## src/sv/tsor_pkg.sv

```systemverilog
`timescale 1ns / 1ps

package tsor_pkg;

    // Telnet command bytes.
    localparam logic [7:0] B_IAC  = 8'd255;
    localparam logic [7:0] B_WILL = 8'd251;
    localparam logic [7:0] B_WONT = 8'd252;
    localparam logic [7:0] B_DO   = 8'd253;
    localparam logic [7:0] B_DONT = 8'd254;

    // Negotiated options.
    localparam logic [7:0] OPT_ECHO = 8'd1;
    localparam logic [7:0] OPT_SGA  = 8'd3;

    // Escape sequence and line ending bytes.
    localparam logic [7:0] B_ESC   = 8'h1B;
    localparam logic [7:0] B_LBRK  = 8'h5B;
    localparam logic [7:0] B_CHR_D = 8'h44;
    localparam logic [7:0] B_CHR_C = 8'h43;
    localparam logic [7:0] B_CR    = 8'h0D;
    localparam logic [7:0] B_LF    = 8'h0A;

    // Result kinds.
    localparam logic [1:0] KIND_DATA  = 2'd0;
    localparam logic [1:0] KIND_PEER  = 2'd1;
    localparam logic [1:0] KIND_LEFT  = 2'd2;
    localparam logic [1:0] KIND_RIGHT = 2'd3;

    // One result item.
    typedef struct packed {
        logic [1:0] kind;
        logic [7:0] value;
        logic       last;
    } result_t;

    // The results caused by one received byte, up to three.
    typedef struct packed {
        logic [1:0]        cnt;
        result_t [2:0]     item;
    } group_t;

    // Builds a three-byte negotiation reply: IAC, verb, option.
    function automatic group_t make_reply(input logic [7:0] verb, input logic [7:0] opt);
        group_t g;
        g.cnt = 2'd3;
        g.item[0] = '{kind: KIND_PEER, value: B_IAC, last: 1'b0};
        g.item[1] = '{kind: KIND_PEER, value: verb,  last: 1'b0};
        g.item[2] = '{kind: KIND_PEER, value: opt,   last: 1'b1};
        return g;
    endfunction

    // Builds a group that holds a single result.
    function automatic group_t make_single(input logic [1:0] kind, input logic [7:0] value);
        group_t g;
        g = '0;
        g.cnt = 2'd1;
        g.item[0] = '{kind: kind, value: value, last: 1'b1};
        return g;
    endfunction

endpackage

```

## src/sv/tsor_if.sv

```systemverilog
`timescale 1ns / 1ps

// Channel that carries received bytes into the block.
interface tsor_in_if;
    logic       valid;
    logic       ready;
    logic [7:0] rx_byte;

    modport source (output valid, output rx_byte, input ready);
    modport sink   (input valid, input rx_byte, output ready);
endinterface

// Channel that carries result items out of the block.
interface tsor_out_if;
    logic       valid;
    logic       ready;
    logic [1:0] kind;
    logic [7:0] value;
    logic       last;

    modport source (output valid, output kind, output value, output last, input ready);
    modport sink   (input valid, input kind, input value, input last, output ready);
endinterface

```

## src/sv/tsor_parser.sv

```systemverilog
`timescale 1ns / 1ps

module tsor_parser
    import tsor_pkg::*;
(
    input  logic       clk,
    input  logic       rst_n,
    input  logic       accept,
    input  logic [7:0] rx_byte,
    output group_t     group
);

    localparam logic [2:0] ST_DATA = 3'd0;
    localparam logic [2:0] ST_IAC  = 3'd1;
    localparam logic [2:0] ST_CMD  = 3'd2;
    localparam logic [2:0] ST_ESC  = 3'd3;
    localparam logic [2:0] ST_BRK  = 3'd4;

    logic [2:0] state_reg;
    logic [2:0] state_next;
    logic [7:0] verb_reg;
    logic [7:0] verb_next;
    logic       cr_seen_reg;
    logic       cr_seen_next;

    logic       is_verb;
    logic       pend_will_wont;

    assign is_verb = (rx_byte == B_WILL) || (rx_byte == B_WONT) ||
                     (rx_byte == B_DO) || (rx_byte == B_DONT);
    assign pend_will_wont = (verb_reg == B_WILL) || (verb_reg == B_WONT);

    // Classify the byte against the protocol state and build its results.
    always_comb
    begin
        state_next   = ST_DATA;
        verb_next    = verb_reg;
        cr_seen_next = cr_seen_reg;
        group        = '0;
        unique case (state_reg)
            ST_DATA:
            begin
                if (rx_byte == B_IAC)
                begin
                    state_next = ST_IAC;
                end
                else if (rx_byte == B_ESC)
                begin
                    state_next = ST_ESC;
                end
                else if (rx_byte == B_LF && cr_seen_reg)
                begin
                    cr_seen_next = 1'b0;
                end
                else
                begin
                    cr_seen_next = (rx_byte == B_CR);
                    group        = make_single(KIND_DATA, rx_byte);
                end
            end
            ST_IAC:
            begin
                if (rx_byte == B_IAC)
                begin
                    group = make_single(KIND_PEER, B_IAC);
                end
                else if (is_verb)
                begin
                    verb_next  = rx_byte;
                    state_next = ST_CMD;
                end
            end
            ST_CMD:
            begin
                verb_next = 8'd0;
                if (rx_byte == OPT_ECHO || rx_byte == OPT_SGA)
                begin
                    if (verb_reg == B_DO)
                    begin
                        group = make_reply(B_WILL, rx_byte);
                    end
                    else if (verb_reg == B_DONT)
                    begin
                        group = make_reply(B_WONT, rx_byte);
                    end
                    else if (verb_reg == B_WILL && rx_byte == OPT_SGA)
                    begin
                        group = make_reply(B_DO, rx_byte);
                    end
                    else if (pend_will_wont)
                    begin
                        group = make_reply(B_DONT, rx_byte);
                    end
                end
                else if (pend_will_wont)
                begin
                    group = make_reply(B_DONT, rx_byte);
                end
                else
                begin
                    group = make_reply(B_WONT, rx_byte);
                end
            end
            ST_ESC:
            begin
                state_next = (rx_byte == B_LBRK) ? ST_BRK : ST_DATA;
            end
            ST_BRK:
            begin
                if (rx_byte == B_CHR_D)
                begin
                    group = make_single(KIND_LEFT, 8'd0);
                end
                else if (rx_byte == B_CHR_C)
                begin
                    group = make_single(KIND_RIGHT, 8'd0);
                end
            end
            default:
            begin
                state_next = ST_DATA;
            end
        endcase
    end

    // Protocol state advances on every accepted byte.
    always_ff @(posedge clk or negedge rst_n)
    begin
        if (!rst_n)
        begin
            state_reg   <= ST_DATA;
            verb_reg    <= 8'd0;
            cr_seen_reg <= 1'b0;
        end
        else if (accept)
        begin
            state_reg   <= state_next;
            verb_reg    <= verb_next;
            cr_seen_reg <= cr_seen_next;
        end
    end

endmodule

```

## src/sv/tsor_emitter.sv

```systemverilog
`timescale 1ns / 1ps

module tsor_emitter
    import tsor_pkg::*;
(
    input  logic    clk,
    input  logic    rst_n,
    input  logic    in_valid,
    output logic    in_ready,
    input  group_t  group,
    output logic    out_valid,
    input  logic    out_ready,
    output result_t out_item
);

    logic [1:0]    cnt_reg;
    logic [1:0]    ptr_reg;
    result_t [2:0] items_reg;
    logic          out_valid_reg;
    result_t       out_item_reg;

    logic          out_free;
    logic          move;
    logic          load;

    // A result moves to the output register whenever that register is free.
    assign out_free = !out_valid_reg || out_ready;
    assign move     = (cnt_reg != 2'd0) && out_free;
    assign in_ready = (cnt_reg == 2'd0) || (cnt_reg == 2'd1 && move);
    assign load     = in_valid && in_ready;

    // Group buffer holds the results of the latest request.
    always_ff @(posedge clk or negedge rst_n)
    begin
        if (!rst_n)
        begin
            cnt_reg <= 2'd0;
            ptr_reg <= 2'd0;
        end
        else if (load)
        begin
            cnt_reg <= group.cnt;
            ptr_reg <= 2'd0;
        end
        else if (move)
        begin
            cnt_reg <= cnt_reg - 2'd1;
            ptr_reg <= ptr_reg + 2'd1;
        end
    end

    always_ff @(posedge clk)
    begin
        if (load)
        begin
            items_reg <= group.item;
        end
    end

    // Output register parts the result side from the group buffer.
    always_ff @(posedge clk or negedge rst_n)
    begin
        if (!rst_n)
        begin
            out_valid_reg <= 1'b0;
        end
        else if (move)
        begin
            out_valid_reg <= 1'b1;
        end
        else if (out_ready)
        begin
            out_valid_reg <= 1'b0;
        end
    end

    always_ff @(posedge clk)
    begin
        if (move)
        begin
            out_item_reg <= items_reg[ptr_reg];
        end
    end

    assign out_valid = out_valid_reg;
    assign out_item  = out_item_reg;

endmodule

```

## src/sv/telnet_stream_option_responder.sv

```systemverilog
`timescale 1ns / 1ps

// Telnet receive-side option responder. Each received byte is classified in
// the cycle it is accepted and its results (none, one, or a three-byte
// negotiation reply) are handed out one per cycle through an output register
// while the output is not stalled. A byte that yields no result or a single
// result does not hold the input back, so plain data flows at one byte per
// clock while the output is not stalled; a WILL/WONT/DO/DONT option byte yields
// three results, and the next byte waits until the last of them moves into the
// single output register. A new byte is taken while the previous result still waits at the output.

module telnet_stream_option_responder
    import tsor_pkg::*;
(
    input  logic       clk,
    input  logic       rst_n,
    tsor_in_if.sink    in_ch,
    tsor_out_if.source out_ch
);

    logic    in_ready;
    logic    accept;
    group_t  group;
    result_t out_item;
    logic    out_valid;

    assign accept = in_ch.valid && in_ready;

    tsor_parser u_parser
    (
        .clk     (clk),
        .rst_n   (rst_n),
        .accept  (accept),
        .rx_byte (in_ch.rx_byte),
        .group   (group)
    );

    tsor_emitter u_emitter
    (
        .clk       (clk),
        .rst_n     (rst_n),
        .in_valid  (in_ch.valid),
        .in_ready  (in_ready),
        .group     (group),
        .out_valid (out_valid),
        .out_ready (out_ch.ready),
        .out_item  (out_item)
    );

    assign in_ch.ready  = in_ready;
    assign out_ch.valid = out_valid;
    assign out_ch.kind  = out_item.kind;
    assign out_ch.value = out_item.value;
    assign out_ch.last  = out_item.last;

endmodule
```

## src/flat_wrapper.sv

```systemverilog
// flat-port wrapper written by rule: the top's interface ports become plain ports
module telnet_stream_option_responder_flat import tsor_pkg::*;
  (clk, rst_n, in_ch_valid, in_ch_rx_byte, in_ch_ready, out_ch_valid, out_ch_kind, out_ch_value, out_ch_last, out_ch_ready);
  tsor_in_if in_ch_i ();
  tsor_out_if out_ch_i ();
  input  logic clk;
  input  logic rst_n;
  input wire logic [$bits(in_ch_i.valid)-1:0] in_ch_valid;
  input wire logic [$bits(in_ch_i.rx_byte)-1:0] in_ch_rx_byte;
  output wire logic [$bits(in_ch_i.ready)-1:0] in_ch_ready;
  output wire logic [$bits(out_ch_i.valid)-1:0] out_ch_valid;
  output wire logic [$bits(out_ch_i.kind)-1:0] out_ch_kind;
  output wire logic [$bits(out_ch_i.value)-1:0] out_ch_value;
  output wire logic [$bits(out_ch_i.last)-1:0] out_ch_last;
  input wire logic [$bits(out_ch_i.ready)-1:0] out_ch_ready;
  assign in_ch_i.valid = in_ch_valid;
  assign in_ch_i.rx_byte = in_ch_rx_byte;
  assign in_ch_ready = in_ch_i.ready;
  assign out_ch_valid = out_ch_i.valid;
  assign out_ch_kind = out_ch_i.kind;
  assign out_ch_value = out_ch_i.value;
  assign out_ch_last = out_ch_i.last;
  assign out_ch_i.ready = out_ch_ready;
  telnet_stream_option_responder u_core (.clk(clk), .rst_n(rst_n), .in_ch(in_ch_i), .out_ch(out_ch_i));
endmodule
```

## config.mk

```make
export PLATFORM = sky130hd
export DESIGN_NAME = telnet_stream_option_responder_flat
export DESIGN_NICKNAME = d
export VERILOG_FILES = /design/src/sv/tsor_pkg.sv /design/src/sv/tsor_if.sv /design/src/sv/tsor_parser.sv /design/src/sv/tsor_emitter.sv /design/src/sv/telnet_stream_option_responder.sv /design/src/flat_wrapper.sv
export SDC_FILE = /design/constraint.sdc
export NUM_CORES = 1
export LEC_CHECK = 0
export BUFFER_PORTS_ARGS = -buffer_cell sky130_fd_sc_hd__buf_2
export CELL_PAD_IN_SITES_DETAIL_PLACEMENT = 0
export CELL_PAD_IN_SITES_GLOBAL_PLACEMENT = 1
export CORE_MARGIN = 5
export CORE_UTILIZATION = 40
export DETAILED_ROUTE_END_ITERATION = 10
export GPL_TIMING_DRIVEN = 0
export HOLD_SLACK_MARGIN = 0.1
export PLACE_DENSITY_LB_ADDON = 0.1
export SETUP_SLACK_MARGIN = 0.4
export SLEW_MARGIN = 5
export SYNTH_ARGS = -nofsm -noshare
export SYNTH_HDL_FRONTEND = slang
export SYNTH_SLANG_ARGS = --single-unit
```

## constraint.sdc

```tcl
create_clock -name clk -period 5 [get_ports clk]
set_input_delay 0.75 -clock clk [delete_from_list [all_inputs] [get_ports clk]]
set_output_delay 0.75 -clock clk [all_outputs]
set_load 0.1 [all_outputs]
```

==> results of run 1 <==
==> path summary, 6_finish.rpt <==
check	end	slack, ns	depth (start not counted)
max	u_core.u_parser.verb_reg[1]$_DFFE_PN0P_	2.67	7
min	u_core.u_parser.verb_reg[7]$_DFFE_PN0P_	0.37	1
max reg2reg	u_core.u_parser.verb_reg[1]$_DFFE_PN0P_	2.67	7
min reg2reg	u_core.u_parser.cr_seen_reg$_DFFE_PN0P_	0.52	2
max in group asynchronous	u_core.u_emitter.ptr_reg[1]$_DFFE_PN0P_	4.33	1
min in group clk	u_core.u_parser.cr_seen_reg$_DFFE_PN0P_	0.52	2
==> power by group through the flow <==
stage	combinational (uW)	sequential, uW	clock, uW
2_1_floorplan	309	1010	0
3_3_place_gp	785	663	0
3_5_place_dp	789	664	0
4_1_cts	791	654	297
5_1_grt	841	670	317
6_report	782	653	289
==> cell type report <==
cell class	instances	share of cell area, %
Sequential cell	51	49.4
Multi-Input combinational cell	154	35.9
Tap cell	77	3.29
Clock inverter	2	1.28
Timing Repair Buffer	19	3.25
Inverter	17	2.18
Clock buffer	6	2.48
Buffer	13	2.14
==> routing by layer <==
metal  wire length (um)  part of all wire (%)
met3                204                   4.0
met1               2410                    47
met5                  0                     0
met2               2400                    47
met4                 67                   1.3
==> cell usage after synthesis, types with 2 or more instances <==
library cell / n
sky130_fd_sc_hd__nand2_1: 40
sky130_fd_sc_hd__edfxtp_1: 34
sky130_fd_sc_hd__dfrtp_1: 17
sky130_fd_sc_hd__inv_1: 17
sky130_fd_sc_hd__o21ai_0: 13
sky130_fd_sc_hd__mux2i_1: 11
sky130_fd_sc_hd__a21oi_1: 10
sky130_fd_sc_hd__nor2_1: 10
sky130_fd_sc_hd__and2_1: 7
sky130_fd_sc_hd__clkbuf_1: 6
sky130_fd_sc_hd__buf_2: 4
sky130_fd_sc_hd__nand2b_1: 4
sky130_fd_sc_hd__nand4_1: 4
sky130_fd_sc_hd__nor2b_1: 4
sky130_fd_sc_hd__o21ai_2: 4
sky130_fd_sc_hd__a211oi_1: 3
sky130_fd_sc_hd__nor3_2: 3
sky130_fd_sc_hd__nor3b_1: 3
sky130_fd_sc_hd__ha_1: 2
sky130_fd_sc_hd__nand3_1: 2
sky130_fd_sc_hd__nor4_4: 2
sky130_fd_sc_hd__or2_2: 2
sky130_fd_sc_hd__xnor2_1: 2
==> worst register-to-register path, stage by stage (launching register included) <==
cell and delay (ns):
sky130_fd_sc_hd__dfrtp_1 0.42, sky130_fd_sc_hd__inv_1 0.07, sky130_fd_sc_hd__ha_1 0.18, sky130_fd_sc_hd__a21oi_1 0.06, sky130_fd_sc_hd__nand2b_1 0.17, sky130_fd_sc_hd__inv_1 0.76
sky130_fd_sc_hd__o211ai_4 0.34, sky130_fd_sc_hd__mux2i_1 0.21
==> cell families after synthesis <==
| kind of cell | share of synthesized area [%] |
|---|---|
| compound gates | 11.9 |
| fa+ha+maj | 0.954 |
| xor+xnor | 1.00 |
| buf+inv | 4.82 |
| simple gates | 21.6 |
| mux | 4.63 |
| flops | 55.1 |
==> stage by stage <==
step	instances	hold slack [ns]	setup slack (ns)	cell area, um2	util [%]
after floorplan	235	0.454	2.60	2620	-
after global placement	331	0.483	2.36	2820	44.3
after detailed placement	331	0.495	2.31	2820	44.3
after CTS	339	0.380	2.63	2930	46.1
after global routing	339	0.399	2.45	2930	46.1
final	339	0.368	2.67	2930	46.1
==> reports/qor.tcl, run 1 <==
set qor(outcome) {complete, no violations}
set qor(cts_setup_buffers) 0
set qor(prevailing_post_synth_register_cell) {sky130_fd_sc_hd__edfxtp_1}
set qor(post_synth.cell_area_avg_um2) 11.2
set qor(netlist_instances) 235
set qor(grt_start_max_net_pins) 27
set qor(port_buffers) 19
set qor(edff_count_synth) 34
set qor(drt-vias-per-instance) 4.97
set qor(largest_register_ff_count) 23
set qor(total_power_uw) 1720
set qor(worst_setup_hold_path_clk_slew_ns) 0.09
set qor(finalHoldViolCount) 0
set qor(min_path_type) {input pin to async pin}
set qor(vdd_ir_drop_max_mv) 0.431
set qor(cpPeakStageDelay_ns) 0.76
set qor(criticalPathCategory) {flop to flop}
set qor(diodes) 0
set qor(ant_nets) 0
set qor(floorplan.die.height_um) 91.0
set qor(cts.root.buffer_cell) {sky130_fd_sc_hd__clkbuf_8}
set qor(critPathLaunchType) {flop}
set qor(drive_gt1_share_pct) 21.0
set qor(slew_violations) 0
set qor(ctsLongestPathBuffers) 2
set qor(power_frac_clock_pct) 16.8
set qor(all_layer_gr_usage_pct) 13.3
set qor(cts_resized) 0
set qor(number_of_levels_in_the_clock_h_tree) 2
set qor(crit_arrival_ns) 2.51
set qor(core_area_mm2) 0.00635
set qor(p_switching_uw) 809
set qor(setup_total_negative_slack_ns) 0
set qor(library_cell_occupying_the_most_area_in_the_post_synthesis_netlist) {sky130_fd_sc_hd__edfxtp_1}
set qor(grt_util_met3_pct) 2.48
set qor(synth_area_mm2) 0.00262
set qor(finalCriticalPeriod_ns) 2.33
set qor(maxCapViolations) 0
set qor(multi_input_area_mm2) 0.00105
set qor(finClkSkew_ns) 0.00677
set qor(setup-violations-final) 0
set qor(achievable-frequency_ghz) 0.430
set qor(critical-path-slowest-cell) {sky130_fd_sc_hd__inv_1}
set qor(pd_cells_mw_per_mm2) 590
set qor(power.share.sequential_pct) 37.9
set qor(r2r-start) {u_core.u_emitter.cnt_reg[0]$_DFFE_PN0P_}
set qor(transition_at_the_pin_with_the_smallest_max_transition_slack_ns) 1.04
set qor(synth_top_cell_area_share_pct) 38.9
set qor(routedWlPerCell_um) 15.0
set qor(route.vias.total) 1686
set qor(worstPathCellList) {inv_1, ha_1, a21oi_1, nand2b_1, inv_1, o211ai_4, mux2i_1}
set qor(ctsHoldBuffers) 0
set qor(power_report.internal_total_uw) 916
set qor(cts_bufs_inserted) 5
set qor(clock_tree_from_tritoncts) {done}
set qor(ff_latch_area_mm2) 0.00145
set qor(io_pins) 25
set qor(first_global_vias) 1721
set qor(antenna_violations_before_repair) 0
set qor(most_congested_layer_reported_by_global_routing) {met2}
set qor(detailedRoute.firstIterationViolations) 69
set qor(layout_common_cells) {sky130_fd_sc_hd__nand2_1 (40), sky130_fd_sc_hd__edfxtp_1 (34), sky130_fd_sc_hd__buf_2 (23), sky130_fd_sc_hd__inv_1 (17), sky130_fd_sc_hd__dfrtp_1 (17)}
set qor(crit_path_end_kind) {flop}
set qor(fin_crit_sh_pct) 46.5
set qor(weighted_congestion_reported_at_the_end_of_routability_driven_placement) 0.758
set qor(place.detailed.hpwl_um) 3650
set qor(final_common_cell) {sky130_fd_sc_hd__nand2_1}
set qor(cellLeakagePower_uw) 0.00124
set qor(critPathTopFamily) {buffers and inverters}
set qor(floorplan.die_area_mm2) 0.00828
set qor(synth.ff_latch_count) 51
set qor(initial_core_utilization_pct) 41.3
set qor(wire_length_of_the_first_global_routing_pass_um) 8950
set qor(comb_power_share_pct) 45.4
set qor(syn-num-nets) 249
set qor(insertion_delay_ns) 0.30
set qor(buf_inv_on_cp) 2
set qor(die_width_um) 91.0
set qor(placementRows) 29
set qor(power.switching_fraction_pct) 46.9
set qor(critical-path-top-cell-by-count) {sky130_fd_sc_hd__inv_1}
set qor(grtUsageMet1_pct) 18.7
set qor(dominant_cells_by_area_after_synthesis) {sky130_fd_sc_hd__edfxtp_1 (39%), sky130_fd_sc_hd__dfrtp_1 (16%), sky130_fd_sc_hd__nand2_1 (5.7%)}
set qor(drcViolationCount) 0
set qor(syn_to_final_growth_pct) 11.5
set qor(detail_route.first_pass.iterations) 4
set qor(relSlewSlack_pct) 30.5
set qor(critPathLaunch) {u_core.u_emitter.cnt_reg[0]$_DFFE_PN0P_}
set qor(use_met2_pct) 21.2
set qor(ys_types) 54
set qor(yosysWarnings) 0
set qor(total_clock_sinks) 51
set qor(nets) 275
set qor(path_max_fanout) 26
set qor(drt_wl_total_um) 5080
set qor(global_route.overflow_total) 0
set qor(required_ns) 5.18
set qor(fillers) 599
set qor(grt_setup_unrepaired) {false}
set qor(synthArstFlopShare_pct) 33.3
set qor(synth.yosys.seq_area_share_pct) 55.1
Power figures use the tool's default switching activity.
==> run 2: changes to the inputs <==
==> constraint.sdc (replaced) <==
create_clock -name clk -period 1.85 [get_ports clk]
set_input_delay 0.2775 -clock clk [delete_from_list [all_inputs] [get_ports clk]]
set_output_delay 0.2775 -clock clk [all_outputs]
set_load 0.1 [all_outputs]
==> run 2 against run 1 <==
Net effect:
- register-to-register slack worse by 2.5 ns
- fmax grew 40%
- hold slack worse by 0.14 ns
- flip-flop and latch count unchanged
- power increased to 3.0 times the previous value
- first-iteration DRC count increased by 7.2%
==> reports/qor.tcl, run 2 (synthesis results as in run 1) <==
set qor(detailedRoute.firstIterationViolations) 74 ;# was 69
set qor(total_power_uw) 5130 ;# was 1720 uW
set qor(postLayoutSetupSlackWorst_ns) 0.187 ;# was 2.67 ns
set qor(worst_setup_hold_path_clk_slew_ns) 0.10 ;# was 0.09 ns
set qor(required_ns) 1.92 ;# was 5.18 ns
set qor(insertion_delay_ns) 0.31 ;# was 0.30 ns
set qor(final_design_area_no_fill_mm2) 0.00332 ;# was 0.00293 mm2
set qor(floorplan.die.height_um) 91.0 ;# unchanged
set qor(first_global_vias) 1863 ;# was 1721
set qor(drcViolationCount) 0 ;# unchanged
set qor(grt_setup_unrepaired) {true} ;# was false
set qor(grt_start_max_net_pins) 18 ;# was 27
set qor(maxCapViolations) 0 ;# unchanged
set qor(fin_crit_sh_pct) 89.9 ;# was 46.5%
set qor(largest_register_ff_count) 23 ;# unchanged
set qor(routedWlPerCell_um) 15.8 ;# was 15.0 um
set qor(finClkSkew_ns) 0.00725 ;# was 0.00677 ns
set qor(cellLeakagePower_uw) 0.00139 ;# was 0.00124 uW
set qor(min_path_type) {input pin to flop} ;# was input pin to async pin
set qor(drt-vias-per-instance) 4.95 ;# was 4.97
set qor(drt_wl_total_um) 5670 ;# was 5080 um
set qor(relSlewSlack_pct) 67.8 ;# was 30.5%
set qor(ctsLongestPathBuffers) 2 ;# unchanged
set qor(pd_cells_mw_per_mm2) 1550 ;# was 590 mW/mm2
set qor(place.detailed.hpwl_um) 3660 ;# was 3650 um
set qor(placementRows) 29 ;# unchanged
set qor(io_pins) 25 ;# unchanged
set qor(antenna_violations_before_repair) 0 ;# unchanged
set qor(drive_gt1_share_pct) 36.9 ;# was 21.0%
set qor(die_width_um) 91.0 ;# unchanged
set qor(core_area_mm2) 0.00635 ;# unchanged
set qor(wire_length_of_the_first_global_routing_pass_um) 9530 ;# was 8950 um
set qor(setup-violations-final) 0 ;# unchanged
set qor(place_inst) 331 ;# unchanged
set qor(cts.root.buffer_cell) {sky130_fd_sc_hd__clkbuf_8} ;# unchanged
set qor(detail_route.first_pass.iterations) 4 ;# unchanged
set qor(floorplan.die_area_mm2) 0.00828 ;# unchanged
set qor(weighted_congestion_reported_at_the_end_of_routability_driven_placement) 0.762 ;# was 0.758
set qor(achievable-frequency_ghz) 0.601 ;# was 0.430 GHz
set qor(fin_worst_hold_slack_ns) 0.233 ;# was 0.368 ns
set qor(route.vias.total) 1776 ;# was 1686
set qor(finalHoldViolCount) 0 ;# unchanged
set qor(number_of_levels_in_the_clock_h_tree) 2 ;# unchanged
set qor(outcome) {complete, no violations} ;# unchanged
set qor(cts_bufs_inserted) 5 ;# unchanged
set qor(slew_violations) 0 ;# unchanged
set qor(finalCriticalPeriod_ns) 1.66 ;# was 2.33 ns
set qor(nets) 295 ;# was 275
set qor(initial_core_utilization_pct) 41.3 ;# unchanged
set qor(total_clock_sinks) 51 ;# unchanged
set qor(criticalPathCategory) {flop to flop} ;# unchanged
set qor(layout_common_cells) {sky130_fd_sc_hd__nand2_1 (39), sky130_fd_sc_hd__edfxtp_1 (34), sky130_fd_sc_hd__buf_2 (20), sky130_fd_sc_hd__inv_1 (13), sky130_fd_sc_hd__dfrtp_1 (12)} ;# was sky130_fd_sc_hd__nand2_1 (40), sky130_fd_sc_hd__edfxtp_1 (34), sky130_fd_sc_hd__buf_2 (23), sky130_fd_sc_hd__inv_1 (17), sky130_fd_sc_hd__dfrtp_1 (17)
set qor(syn_to_final_growth_pct) 26.5 ;# was 11.5%
set qor(dpl_worst_slack_ns) -0.378 ;# was 2.31 ns
set qor(diodes) 0 ;# unchanged
set qor(vdd_ir_drop_max_mv) 1.28 ;# was 0.431 mV
set qor(stdcell_count) 359 ;# was 339
set qor(all_layer_gr_usage_pct) 14.5 ;# was 13.3%
set qor(clock_tree_from_tritoncts) {done} ;# unchanged
set qor(critPathLaunchType) {flop} ;# unchanged
set qor(crit_arrival_ns) 1.74 ;# was 2.51 ns
set qor(fillers) 558 ;# was 599
set qor(global_route.overflow_total) 0 ;# unchanged
set qor(placement.cell_area_mm2) 0.00289 ;# was 0.00282 mm2
set qor(final_common_cell) {sky130_fd_sc_hd__nand2_1} ;# unchanged
set qor(path_max_fanout) 5 ;# was 26
set qor(port_buffers) 19 ;# unchanged
set qor(transition_at_the_pin_with_the_smallest_max_transition_slack_ns) 0.486 ;# was 1.04 ns
set qor(crit_path_end_kind) {flop} ;# unchanged
set qor(ant_nets) 0 ;# unchanged
[run 2: metrics by stage]
step                      util, %  setup TNS [ns]
after global placement       45.5           -4.08
after detailed placement     45.5           -4.97
after CTS                    50.5               0
after global routing         52.3               0
after floorplan                 -          -0.602
final                        52.3               0
[run 2: layout make-up]
type	count	area, um2	share of cell area, %
inverters	17	67.6	2.04
flip-flops and latches	51	1460	43.9
repair buffers	37	289	8.71
multi-input cells	155	1180	35.6
repair inverters	1	7.51	0.226
clock inverters	2	37.5	1.13
clock buffers	6	72.6	2.19
well taps	77	96.3	2.90
plain buffers	13	110	3.32
[run 2: final timing paths]
| kind | slack, ns | startpoint | cells past startpoint | to |
|---|---|---|---|---|
| worst max register to register | 0.19 | u_core.u_parser.verb_reg[2]$_DFFE_PN0P_ | 6 | u_core.u_emitter.items_reg[26]$_DFFE_PP_ |
| worst max-delay path | 0.19 | u_core.u_parser.verb_reg[2]$_DFFE_PN0P_ | 6 | u_core.u_emitter.items_reg[26]$_DFFE_PP_ |
| max in group asynchronous | 1.08 | rst_n | 2 | u_core.u_emitter.out_valid$_DFFE_PN0P_ |
| worst min-delay path | 0.23 | in_ch_rx_byte[6] | 3 | u_core.u_parser.verb_reg[6]$_DFFE_PN0P_ |
| min in group asynchronous | 0.44 | rst_n | 2 | u_core.u_emitter.cnt_reg[1]$_DFFE_PN0P_ |
| worst min register to register | 0.52 | u_core.u_parser.verb_reg[4]$_DFFE_PN0P_ | 2 | u_core.u_parser.verb_reg[4]$_DFFE_PN0P_ |
[run 2: what timing repair did]
item,4_1_cts,5_1_grt
endpoints found under the setup margin,67,68
buffers inserted,12,4
hold buffers,1,0
hold endpoints to repair,17,0
cloned,3,0
pin swaps,8,7
resized for setup,28,24
[run 2: critical path: stages, from the launching register on]
cell                       delay (ns)
sky130_fd_sc_hd__dfrtp_1         0.41
sky130_fd_sc_hd__nand3b_1        0.18
sky130_fd_sc_hd__a211oi_2        0.10
sky130_fd_sc_hd__o311a_1         0.33
sky130_fd_sc_hd__buf_4           0.16
sky130_fd_sc_hd__buf_6           0.12
sky130_fd_sc_hd__and2_1          0.13
[run 2: where the power goes]
part	internal, uW	switching (uW)	leakage (uW)
clock	404	378	0.0000514
combinational	735	1830	0.000837
sequential	1650	128	0.000503
[run 2: routing by layer]
metal  wire length, um  share of wire (%)  track usage, %  vias to the layer above
li1                  -                  -               -                      917
met1              2580                 45            18.6                      829
met2              2830                 50            24.6                       23
met3               176                3.1            2.98                        7
met4                84                1.5            4.28                        0
met5                 0                  0               0                        -
